===== config.mk =====
export PLATFORM = sky130hd
export DESIGN_NAME = lfu_page_replacement
export DESIGN_NICKNAME = d
export VERILOG_FILES = /design/src/sv/lfu_pkg.sv /design/src/sv/lfu_page_replacement.sv /design/src/sv/lfu_ram.sv /design/src/sv/lfu_ctrl.sv /design/src/sv/lfu_dpath.sv
export SDC_FILE = /design/constraint.sdc
export NUM_CORES = 1
export LEC_CHECK = 0
export CORE_MARGIN = 2
export CORE_UTILIZATION = 33
export CTS_CLUSTER_DIAMETER = 150
export DETAILED_ROUTE_END_ITERATION = 16
export DONT_BUFFER_PORTS = 1
export PLACE_DENSITY_LB_ADDON = 0.15
export SKIP_CTS_REPAIR_TIMING = 1
export SYNTH_ARGS = -nofsm -noshare
export SYNTH_HDL_FRONTEND = slang
export SYNTH_HIERARCHICAL = 1
export SYNTH_SLANG_ARGS = --single-unit

===== constraint.sdc =====
create_clock -name clk -period 9.2 [get_ports clk]
set_input_delay 0.46 -clock clk [delete_from_list [all_inputs] [get_ports clk]]
set_output_delay 0.46 -clock clk [all_outputs]
set_load 0.05 [all_outputs]

===== src/sv/lfu_pkg.sv =====
// ----------------------------------------------------------------------------
// lfu_pkg
// shared widths, limits and the command/status bundles between the
// controller and the datapath of the lfu page replacement block
// ----------------------------------------------------------------------------
package lfu_pkg;

  localparam int PAGE_ID_W = 16;
  localparam int SLOT_W    = 4;
  localparam int CFG_W     = 5;
  localparam int CNT_W     = 16;
  localparam int STAMP_W   = 32;

  localparam logic [CNT_W-1:0]   CNT_MAX      = {CNT_W{1'b1}};
  localparam logic [STAMP_W-1:0] STAMP_MAX    = {STAMP_W{1'b1}};
  localparam logic [CFG_W-1:0]   ACTIVE_RESET = 5'd16;

  // commands from the controller
  typedef struct packed {
    logic load;    // capture the referenced page, clear search flags
    logic scan;    // read the slot at the scan index, advance it
    logic commit;  // write the chosen slot, load the result register
  } dp_cmd_t;

  // status back to the controller
  typedef struct packed {
    logic last_issue;  // scan index is at the last active slot
    logic out_free;    // result register can take a new result
  } dp_stat_t;

endpackage


===== src/sv/lfu_page_replacement.sv =====
// ----------------------------------------------------------------------------
// lfu_page_replacement
// fully associative page slot table, least frequently used replacement with
// oldest stamp then lowest slot as tie breaks
// ----------------------------------------------------------------------------
//
//  channel  direction  handshake              payload
//  in       input      in_valid / in_stall    in_page_id
//  out      output     out_valid / out_stall  out_hit, out_slot, out_evicted,
//                                             out_evicted_page
//  cfg      input      cfg_wr_en              cfg_active_entries
//
//  a reference is taken in, then each of the n active slots (1..ENTRIES)
//  is read in turn through the single read port of the slot ram, the last
//  read word is compared, and the chosen slot is written back
//  reset is synchronous, active low; clears valid bits, time and handshakes
//  a result waits in the output register; a stalled output holds only the
//  commit of the next reference, whose scan may already run
//
module lfu_page_replacement #(
  parameter int ENTRIES   = 16,
  parameter int PAGE_BITS = 16
) (
  input  logic                               clk,
  input  logic                               rst_n,
  // configuration
  input  logic                               cfg_wr_en,
  input  logic [lfu_pkg::CFG_W-1:0]          cfg_active_entries,
  // reference input
  input  logic                               in_valid,
  output logic                               in_stall,
  input  logic [lfu_pkg::PAGE_ID_W-1:0]      in_page_id,
  // result output
  output logic                               out_valid,
  input  logic                               out_stall,
  output logic                               out_hit,
  output logic [lfu_pkg::SLOT_W-1:0]         out_slot,
  output logic                               out_evicted,
  output logic [lfu_pkg::PAGE_ID_W-1:0]      out_evicted_page
);

  // controller to datapath commands, datapath status back
  lfu_pkg::dp_cmd_t  cmd;
  lfu_pkg::dp_stat_t stat;

  // sequencer: idle -> scan active slots -> drain last read -> commit
  lfu_ctrl u_ctrl (
    .clk      (clk),
    .rst_n    (rst_n),
    .in_valid (in_valid),
    .in_stall (in_stall),
    .stat     (stat),
    .cmd      (cmd)
  );

  // slot ram, serial search, update and result register
  lfu_dpath #(
    .ENTRIES   (ENTRIES),
    .PAGE_BITS (PAGE_BITS)
  ) u_dpath (
    .clk                (clk),
    .rst_n              (rst_n),
    .cfg_wr_en          (cfg_wr_en),
    .cfg_active_entries (cfg_active_entries),
    .in_page_id         (in_page_id),
    .cmd                (cmd),
    .stat               (stat),
    .out_valid          (out_valid),
    .out_stall          (out_stall),
    .out_hit            (out_hit),
    .out_slot           (out_slot),
    .out_evicted        (out_evicted),
    .out_evicted_page   (out_evicted_page)
  );

endmodule


===== src/sv/lfu_ram.sv =====
// ----------------------------------------------------------------------------
// lfu_ram
// generic single port ram, one write or one read per cycle, registered read
// ----------------------------------------------------------------------------
module lfu_ram #(
  parameter int WIDTH = 8,
  parameter int DEPTH = 16,
  parameter int AW    = (DEPTH > 1) ? $clog2(DEPTH) : 1
) (
  input  logic             clk,
  input  logic             we,
  input  logic [AW-1:0]    addr,
  input  logic [WIDTH-1:0] wdata,
  output logic [WIDTH-1:0] rdata
);

  logic [WIDTH-1:0] mem_r [DEPTH];

  always_ff @(posedge clk) begin
    if (we) begin
      mem_r[addr] <= wdata;
    end
    rdata <= mem_r[addr];
  end

endmodule


===== src/sv/lfu_ctrl.sv =====
// ----------------------------------------------------------------------------
// lfu_ctrl
// sequencer for one reference: accept, scan the active slots, commit
// ----------------------------------------------------------------------------
module lfu_ctrl (
  input  logic              clk,
  input  logic              rst_n,
  input  logic              in_valid,
  output logic              in_stall,
  input  lfu_pkg::dp_stat_t stat,
  output lfu_pkg::dp_cmd_t  cmd
);

  localparam logic [1:0] ST_IDLE   = 2'd0;
  localparam logic [1:0] ST_SCAN   = 2'd1;
  localparam logic [1:0] ST_DRAIN  = 2'd2;
  localparam logic [1:0] ST_COMMIT = 2'd3;

  logic [1:0] state_r;
  logic [1:0] state_nxt;

  assign in_stall = (state_r != ST_IDLE);

  always_comb begin
    state_nxt  = state_r;
    cmd        = '0;
    case (state_r)
      ST_IDLE: begin
        if (in_valid) begin
          cmd.load  = 1'b1;
          state_nxt = ST_SCAN;
        end
      end
      ST_SCAN: begin
        cmd.scan = 1'b1;
        if (stat.last_issue) begin
          state_nxt = ST_DRAIN;
        end
      end
      ST_DRAIN: begin
        // last read word is compared here
        state_nxt = ST_COMMIT;
      end
      ST_COMMIT: begin
        if (stat.out_free) begin
          cmd.commit = 1'b1;
          state_nxt  = ST_IDLE;
        end
      end
      default: begin
        state_nxt = ST_IDLE;
      end
    endcase
  end

  always_ff @(posedge clk) begin
    if (!rst_n) begin
      state_r <= ST_IDLE;
    end else begin
      state_r <= state_nxt;
    end
  end

`ifndef SYNTHESIS
  a_drain_then_commit: assert property (@(posedge clk) disable iff (!rst_n)
    (state_r == ST_DRAIN) |=> (state_r == ST_COMMIT))
    else $error("drain not followed by commit");
`endif

endmodule


===== src/sv/lfu_dpath.sv =====
// ----------------------------------------------------------------------------
// lfu_dpath
// slot store, serial match and victim search, slot update, result register
// ----------------------------------------------------------------------------
module lfu_dpath #(
  parameter int ENTRIES   = 16,
  parameter int PAGE_BITS = 16
) (
  input  logic                               clk,
  input  logic                               rst_n,
  input  logic                               cfg_wr_en,
  input  logic [lfu_pkg::CFG_W-1:0]          cfg_active_entries,
  input  logic [lfu_pkg::PAGE_ID_W-1:0]      in_page_id,
  input  lfu_pkg::dp_cmd_t                   cmd,
  output lfu_pkg::dp_stat_t                  stat,
  output logic                               out_valid,
  input  logic                               out_stall,
  output logic                               out_hit,
  output logic [lfu_pkg::SLOT_W-1:0]         out_slot,
  output logic                               out_evicted,
  output logic [lfu_pkg::PAGE_ID_W-1:0]      out_evicted_page
);

  localparam int PW    = (PAGE_BITS < lfu_pkg::PAGE_ID_W) ? PAGE_BITS : lfu_pkg::PAGE_ID_W;
  localparam int IDX_W = (ENTRIES > 1) ? $clog2(ENTRIES) : 1;
  localparam int CW    = lfu_pkg::CNT_W;
  localparam int TW    = lfu_pkg::STAMP_W;
  localparam int RW    = PW + CW + TW;

  // configuration and active slot range
  logic [lfu_pkg::CFG_W-1:0] cfg_active_r;
  logic [lfu_pkg::CFG_W-1:0] eff_n;
  logic [IDX_W-1:0]          last_idx;

  always_ff @(posedge clk) begin
    if (!rst_n) begin
      cfg_active_r <= lfu_pkg::ACTIVE_RESET;
    end else if (cfg_wr_en) begin
      cfg_active_r <= cfg_active_entries;
    end
  end

  always_comb begin
    if (cfg_active_r == '0) begin
      eff_n = lfu_pkg::CFG_W'(1);
    end else if (32'(cfg_active_r) > ENTRIES) begin
      eff_n = lfu_pkg::CFG_W'(ENTRIES);
    end else begin
      eff_n = cfg_active_r;
    end
  end

  assign last_idx = IDX_W'(eff_n - lfu_pkg::CFG_W'(1));

  // request and scan state
  logic [PW-1:0]    page_r;
  logic [IDX_W-1:0] idx_r;
  logic             cmp_vld_r;
  logic [IDX_W-1:0] cmp_idx_r;
  logic             hit_r;
  logic [IDX_W-1:0] found_r;
  logic [CW-1:0]    hit_cnt_r;
  logic             free_r;
  logic [IDX_W-1:0] free_idx_r;
  logic             best_vld_r;
  logic [IDX_W-1:0] best_idx_r;
  logic [CW-1:0]    best_cnt_r;
  logic [TW-1:0]    best_stamp_r;
  logic [PW-1:0]    best_page_r;
  logic [TW-1:0]    now_r;
  logic [TW-1:0]    now_nxt;
  logic [ENTRIES-1:0] valid_r;

  // slot store
  logic             ram_we;
  logic [IDX_W-1:0] ram_addr;
  logic [RW-1:0]    ram_wdata;
  logic [RW-1:0]    ram_rdata;
  logic [PW-1:0]    rd_page;
  logic [CW-1:0]    rd_cnt;
  logic [TW-1:0]    rd_stamp;
  logic             rd_is_valid;
  logic             better;

  // commit values
  logic [IDX_W-1:0] commit_slot;
  logic [CW-1:0]    commit_cnt;
  logic             commit_evict;

  assign rd_page     = ram_rdata[RW-1 -: PW];
  assign rd_cnt      = ram_rdata[TW +: CW];
  assign rd_stamp    = ram_rdata[TW-1:0];
  assign rd_is_valid = valid_r[cmp_idx_r];

  assign better = !best_vld_r || (rd_cnt < best_cnt_r) ||
                  ((rd_cnt == best_cnt_r) && (rd_stamp < best_stamp_r));

  assign commit_evict = !hit_r && !free_r;

  always_comb begin
    if (hit_r) begin
      commit_slot = found_r;
    end else if (free_r) begin
      commit_slot = free_idx_r;
    end else begin
      commit_slot = best_idx_r;
    end
  end

  always_comb begin
    if (!hit_r) begin
      commit_cnt = CW'(1);
    end else if (hit_cnt_r == lfu_pkg::CNT_MAX) begin
      commit_cnt = hit_cnt_r;
    end else begin
      commit_cnt = hit_cnt_r + CW'(1);
    end
  end

  assign now_nxt   = (now_r == lfu_pkg::STAMP_MAX) ? now_r : now_r + TW'(1);
  assign ram_we    = cmd.commit;
  assign ram_addr  = cmd.commit ? commit_slot : idx_r;
  assign ram_wdata = {page_r, commit_cnt, now_r};

  lfu_ram #(
    .WIDTH (RW),
    .DEPTH (ENTRIES),
    .AW    (IDX_W)
  ) u_slot_ram (
    .clk   (clk),
    .we    (ram_we),
    .addr  (ram_addr),
    .wdata (ram_wdata),
    .rdata (ram_rdata)
  );

  // scan index and compare stage valid
  always_ff @(posedge clk) begin
    if (!rst_n) begin
      idx_r     <= '0;
      cmp_vld_r <= 1'b0;
    end else begin
      cmp_vld_r <= cmd.scan;
      if (cmd.load) begin
        idx_r <= '0;
      end else if (cmd.scan) begin
        idx_r <= idx_r + IDX_W'(1);
      end
    end
  end

  always_ff @(posedge clk) begin
    cmp_idx_r <= idx_r;
  end

  // match, first free and victim search, one slot per cycle
  always_ff @(posedge clk) begin
    if (cmd.load) begin
      page_r     <= in_page_id[PW-1:0];
      hit_r      <= 1'b0;
      free_r     <= 1'b0;
      best_vld_r <= 1'b0;
    end else if (cmp_vld_r) begin
      if (rd_is_valid) begin
        if (!hit_r && (rd_page == page_r)) begin
          hit_r     <= 1'b1;
          found_r   <= cmp_idx_r;
          hit_cnt_r <= rd_cnt;
        end
        if (better) begin
          best_vld_r   <= 1'b1;
          best_idx_r   <= cmp_idx_r;
          best_cnt_r   <= rd_cnt;
          best_stamp_r <= rd_stamp;
          best_page_r  <= rd_page;
        end
      end else if (!free_r) begin
        free_r     <= 1'b1;
        free_idx_r <= cmp_idx_r;
      end
    end
  end

  // valid bits and time
  always_ff @(posedge clk) begin
    if (!rst_n) begin
      valid_r <= '0;
      now_r   <= '0;
    end else if (cmd.commit) begin
      valid_r[commit_slot] <= 1'b1;
      now_r                <= now_nxt;
    end
  end

  // result register
  logic out_valid_r;

  always_ff @(posedge clk) begin
    if (!rst_n) begin
      out_valid_r <= 1'b0;
    end else if (cmd.commit) begin
      out_valid_r <= 1'b1;
    end else if (!out_stall) begin
      out_valid_r <= 1'b0;
    end
  end

  always_ff @(posedge clk) begin
    if (cmd.commit) begin
      out_hit          <= hit_r;
      out_slot         <= lfu_pkg::SLOT_W'(commit_slot);
      out_evicted      <= commit_evict;
      out_evicted_page <= commit_evict ? lfu_pkg::PAGE_ID_W'(best_page_r) : '0;
    end
  end

  assign out_valid       = out_valid_r;
  assign stat.last_issue = (idx_r == last_idx);
  assign stat.out_free   = !out_valid_r || !out_stall;

`ifndef SYNTHESIS
  a_commit_not_overwrite: assert property (@(posedge clk) disable iff (!rst_n)
    cmd.commit |-> !(out_valid_r && out_stall))
    else $error("commit over a waiting result");

  a_commit_sets_valid: assert property (@(posedge clk) disable iff (!rst_n)
    cmd.commit |=> valid_r[$past(commit_slot)])
    else $error("committed slot not marked valid");

  a_evict_only_on_full: assert property (@(posedge clk) disable iff (!rst_n)
    (cmd.commit && commit_evict) |-> best_vld_r)
    else $error("eviction without a victim");
`endif

endmodule

==> results.md <==
- CTS sink count: 1286
- Synth area leaders: edfxtp_1 71%, mux4_2 12%, dfxtp_1 5.4%
- Met2 usage: about a quarter
- YS warnings: 6
- Most used DFF post-synth: edfxtp_1
- Worst slew margin: ~11%
- Die height: ~390 um
- Slew Limit Fails: 0
- MaxCap Viol Count: 0
- Grt total ovfl: 0
- Reg-to-reg critical path endpoint: u_dpath/u_slot_ram/mem_r[11][22]
- Area occupied by multi-input gates: 10800 sq um
- Clock Latency Late Sink: roughly 770 ps
- Synth top area share: a little under three quarters
- Async S/R FF share, synth: 0%
- Synth Net Count: 2487
- Clk_skew: 29.7 ps
- CP Cell Sequence: nand2_1, o21ai_1, mux2_8, buf_4, nand2_1, nor2_4, buf_4
- Vias in the first global route: 24387
- Slew @ Worst Pin: about 1300 ps
- Tot GR Track Use: between 15 and 20%
- DRC: 0
- Pwr/cell area: ~250 nW/um^2
- Setup TNS: 0 ps
- Leak Pwr: 16.7 nW
- Clock root buffer: clkbuf_16
- R2r startpoint: u_dpath/hit_r
- Final nets: 2606
- Crit-path slowest cell: buf_4
- Avg Cell Area, Syn: a little over 20 sq um
- Antenna violations before repair: 1
- Routed vias: around 23000
- Met1 Use GR: between 20 and 25%
- Critical path endpoint category: register
- Hold path start: rst_n
- DR pass1 iterations: 5
- GPL Wtd Cong: between 0.7 and 0.8
- Filler instances: around 13000
- H-Tree Depth: 4
- First-pass GRT wire length: 173000 um
- Max stage delay on crit path: ~900 ps
- Cells after Synth: between 2000 and 2500
- Die Span X: roughly 390 um
- Routed WL: around 120000 um
- Std-Cell Rows: 140
- FF-to-FF path depth: 7
- Detailed Route Iter0 Violations: ~1700
- Core area: 146000 sq um
- Layout cells sized above 1: roughly a fifth
- Worst hold margin: 75.7 ps
- Startpoint Class: register
- Seq cells post-synth: roughly 1300
- Hold Crit Class: primary input to register
- Maximum VDD drop: 0.154 mV
- Clock Pin Slew Worst Setup and Hold Paths: approximately 60 ps
- WHS Path Cells: 2
- Achievable Freq: around 180 MHz
- Status: finished clean
- Grt met3 use: approximately 2.7%
- Final worst path period need: 5550 ps
- FF+latch area: 37300 sq um
- Endpoint, Worst Hold: u_dpath/cfg_active_r[3]
- Endpoint arrival time on the critical path: between 5000 and 6000 ps
- Unrepaired setup endpoints after global routing: no
- Worst path depth: 7
- CTS Buf Count: 142
- Final hold vios: 0
- Starting Density: between 30% and 40%
- EDFF count, synth: about 1200
- Synthesized cell area: around 49000 sq um
- Most used routing layer: met2
- Crit path max fanout: between 60 and 70
- Syn-to-layout area delta: 15.1%
- Critical Path RT: around 9600 ps
- WP buf/inv: 2
- Sequential area share after synthesis: about three quarters
- Die area: 150000 sq um
- IO buf count: 0
- Setup slack, reg-to-reg: between 3000 and 4000 ps
- Delay-heaviest family, CP: buffers and inverters
- Via density: around 5.1
- Endpoints failing setup: 0
- Largest net degree at the start of global routing: 94
- Critical path class: register to register
- Clock Path Buffers: 3
- Io pins: 50
- Area of placed instances: 51100 sq um
- ANT nets after route: 0
- Yosys top cell by area: edfxtp_1
- Cell area after layout: around 56000 sq um
- Routed wire length per instance: 26.0 um
- Final Cycle Share: between 60 and 70%
- Synth cell types: a little under 60
- HPWL after DPL: about 64000 um
- CTS tree: done
## power by group
group          internal, mW  leakage, nW  total (mW)  switching [mW]
combinational         0.674         3.73        1.53           0.854
clock                  3.20         2.22        5.51            2.31
sequential             6.55         10.8        6.76           0.210
## logic make-up after synthesis
| kind of cell | synth area share, % |
|---|---|
| AND/OR/NAND/NOR | 3.56 |
| XOR/XNOR | 1.05 |
| flip-flops | 76.7 |
| multiplexers | 12.5 |
| AO/OA/AOI/OAI | 3.30 |
| adder cells (fa/ha/maj) | 1.44 |
| buffers and inverters | 1.39 |
## state kept, by name, indices dropped and copies added (netlist names), 16 cells and up
name                      flops
u_dpath/now_r                32
u_dpath/best_cnt_r           16
u_dpath/u_slot_ram/mem_r   1024
u_dpath/best_stamp_r         32
u_dpath/best_page_r          16
u_dpath/u_slot_ram/rdata     64
u_dpath/page_r               16
u_dpath/hit_cnt_r            16
u_dpath/valid_r              16
u_dpath/out_evicted_page     16
## cell type report
type / instances / share of cell area [%]
flip-flops and latches: 1286 / 66.7
repair buffers: 74 / 1.19
clock buffers: 187 / 6.97
well taps: 1917 / 4.29
clock inverters: 73 / 1.16
inverters: 61 / 0.409
diodes: 1 / 0.00447
multi-input cells: 959 / 19.3
## metal layers
| metal | part of all wire, % | routed length, um | up-vias |
|---|---|---|---|
| li1 | - | - | 10040 |
| met1 | 45 | 53500 | 12511 |
| met2 | 49 | 58200 | 464 |
| met3 | 4.0 | 4700 | 157 |
| met4 | 1.8 | 2120 | 2 |
| met5 | 0.010 | 12 | - |
## placed cells by master (no fill, tap or decap), types with 5 or more instances in the layout
master,instances
a21oi_1,24
a22oi_1,128
and2_1,43
and3_1,8
and4_1,5
buf_4,45
bufinv_16,7
clkbuf_1,32
clkbuf_16,146
clkbuf_8,9
clkinv_1,24
clkinv_2,22
clkinvlp_4,5
dfxtp_1,132
dlygate4sd3_1,26
edfxtp_1,1154
ha_1,56
inv_1,61
mux2i_1,16
mux4_2,256
nand2_1,112
nand2b_1,14
nand3_1,30
nand4_1,21
nor2_1,35
nor2_4,14
nor2b_1,9
nor3_1,11
nor4_1,9
o21a_1,20
o21ai_0,17
o31ai_1,5
or3_1,5
xnor2_1,28
xor2_1,30
## synthesized netlist by cell type (all sizes together), types with 4 or more instances
master     n
o31ai      5
clkbuf    53
edfxtp  1154
xnor2     28
mux4     260
buf       46
nand4     21
nor4      11
and4       5
mux2i     16
inv       61
and2      45
nor2      50
nand2    112
ha        56
nand3b     4
and3       8
nand3     31
nand2b    14
mux2       5
o21ai     18
dfxtp    132
o211ai     4
nor2b     11
nor3      15
o21a      20
xor2      30
or3        5
a22oi    128
a21oi     24
## stage by stage
step           total power, mW  cells  util (%)  setup WS [ps]
6_report                  13.8   4558      38.3           3650
5_1_grt                   14.4   4557      38.3           3120
2_1_floorplan             7.93   2405         -           1930
4_1_cts                   14.0   4529      38.1           3490
3_3_place_gp              8.44   4269      35.0           3560
3_5_place_dp              8.46   4269      35.0           3570
## worst max-delay path by stage
stage	startpoint	end	slack, ps
2_1_floorplan	u_dpath/out_valid	u_dpath/u_slot_ram/mem_r[0][0]	1930
3_3_place_gp	u_dpath/hit_r	u_dpath/u_slot_ram/mem_r[1][38]	3560
3_5_place_dp	u_dpath/hit_r	u_dpath/u_slot_ram/mem_r[1][43]	3570
4_1_cts	u_dpath/hit_r	u_dpath/u_slot_ram/mem_r[11][25]	3490
5_1_grt	u_dpath/hit_r	u_dpath/u_slot_ram/mem_r[1][45]	3120
6_report	u_dpath/hit_r	u_dpath/u_slot_ram/mem_r[11][22]	3650
Power figures use the tool's default switching activity.
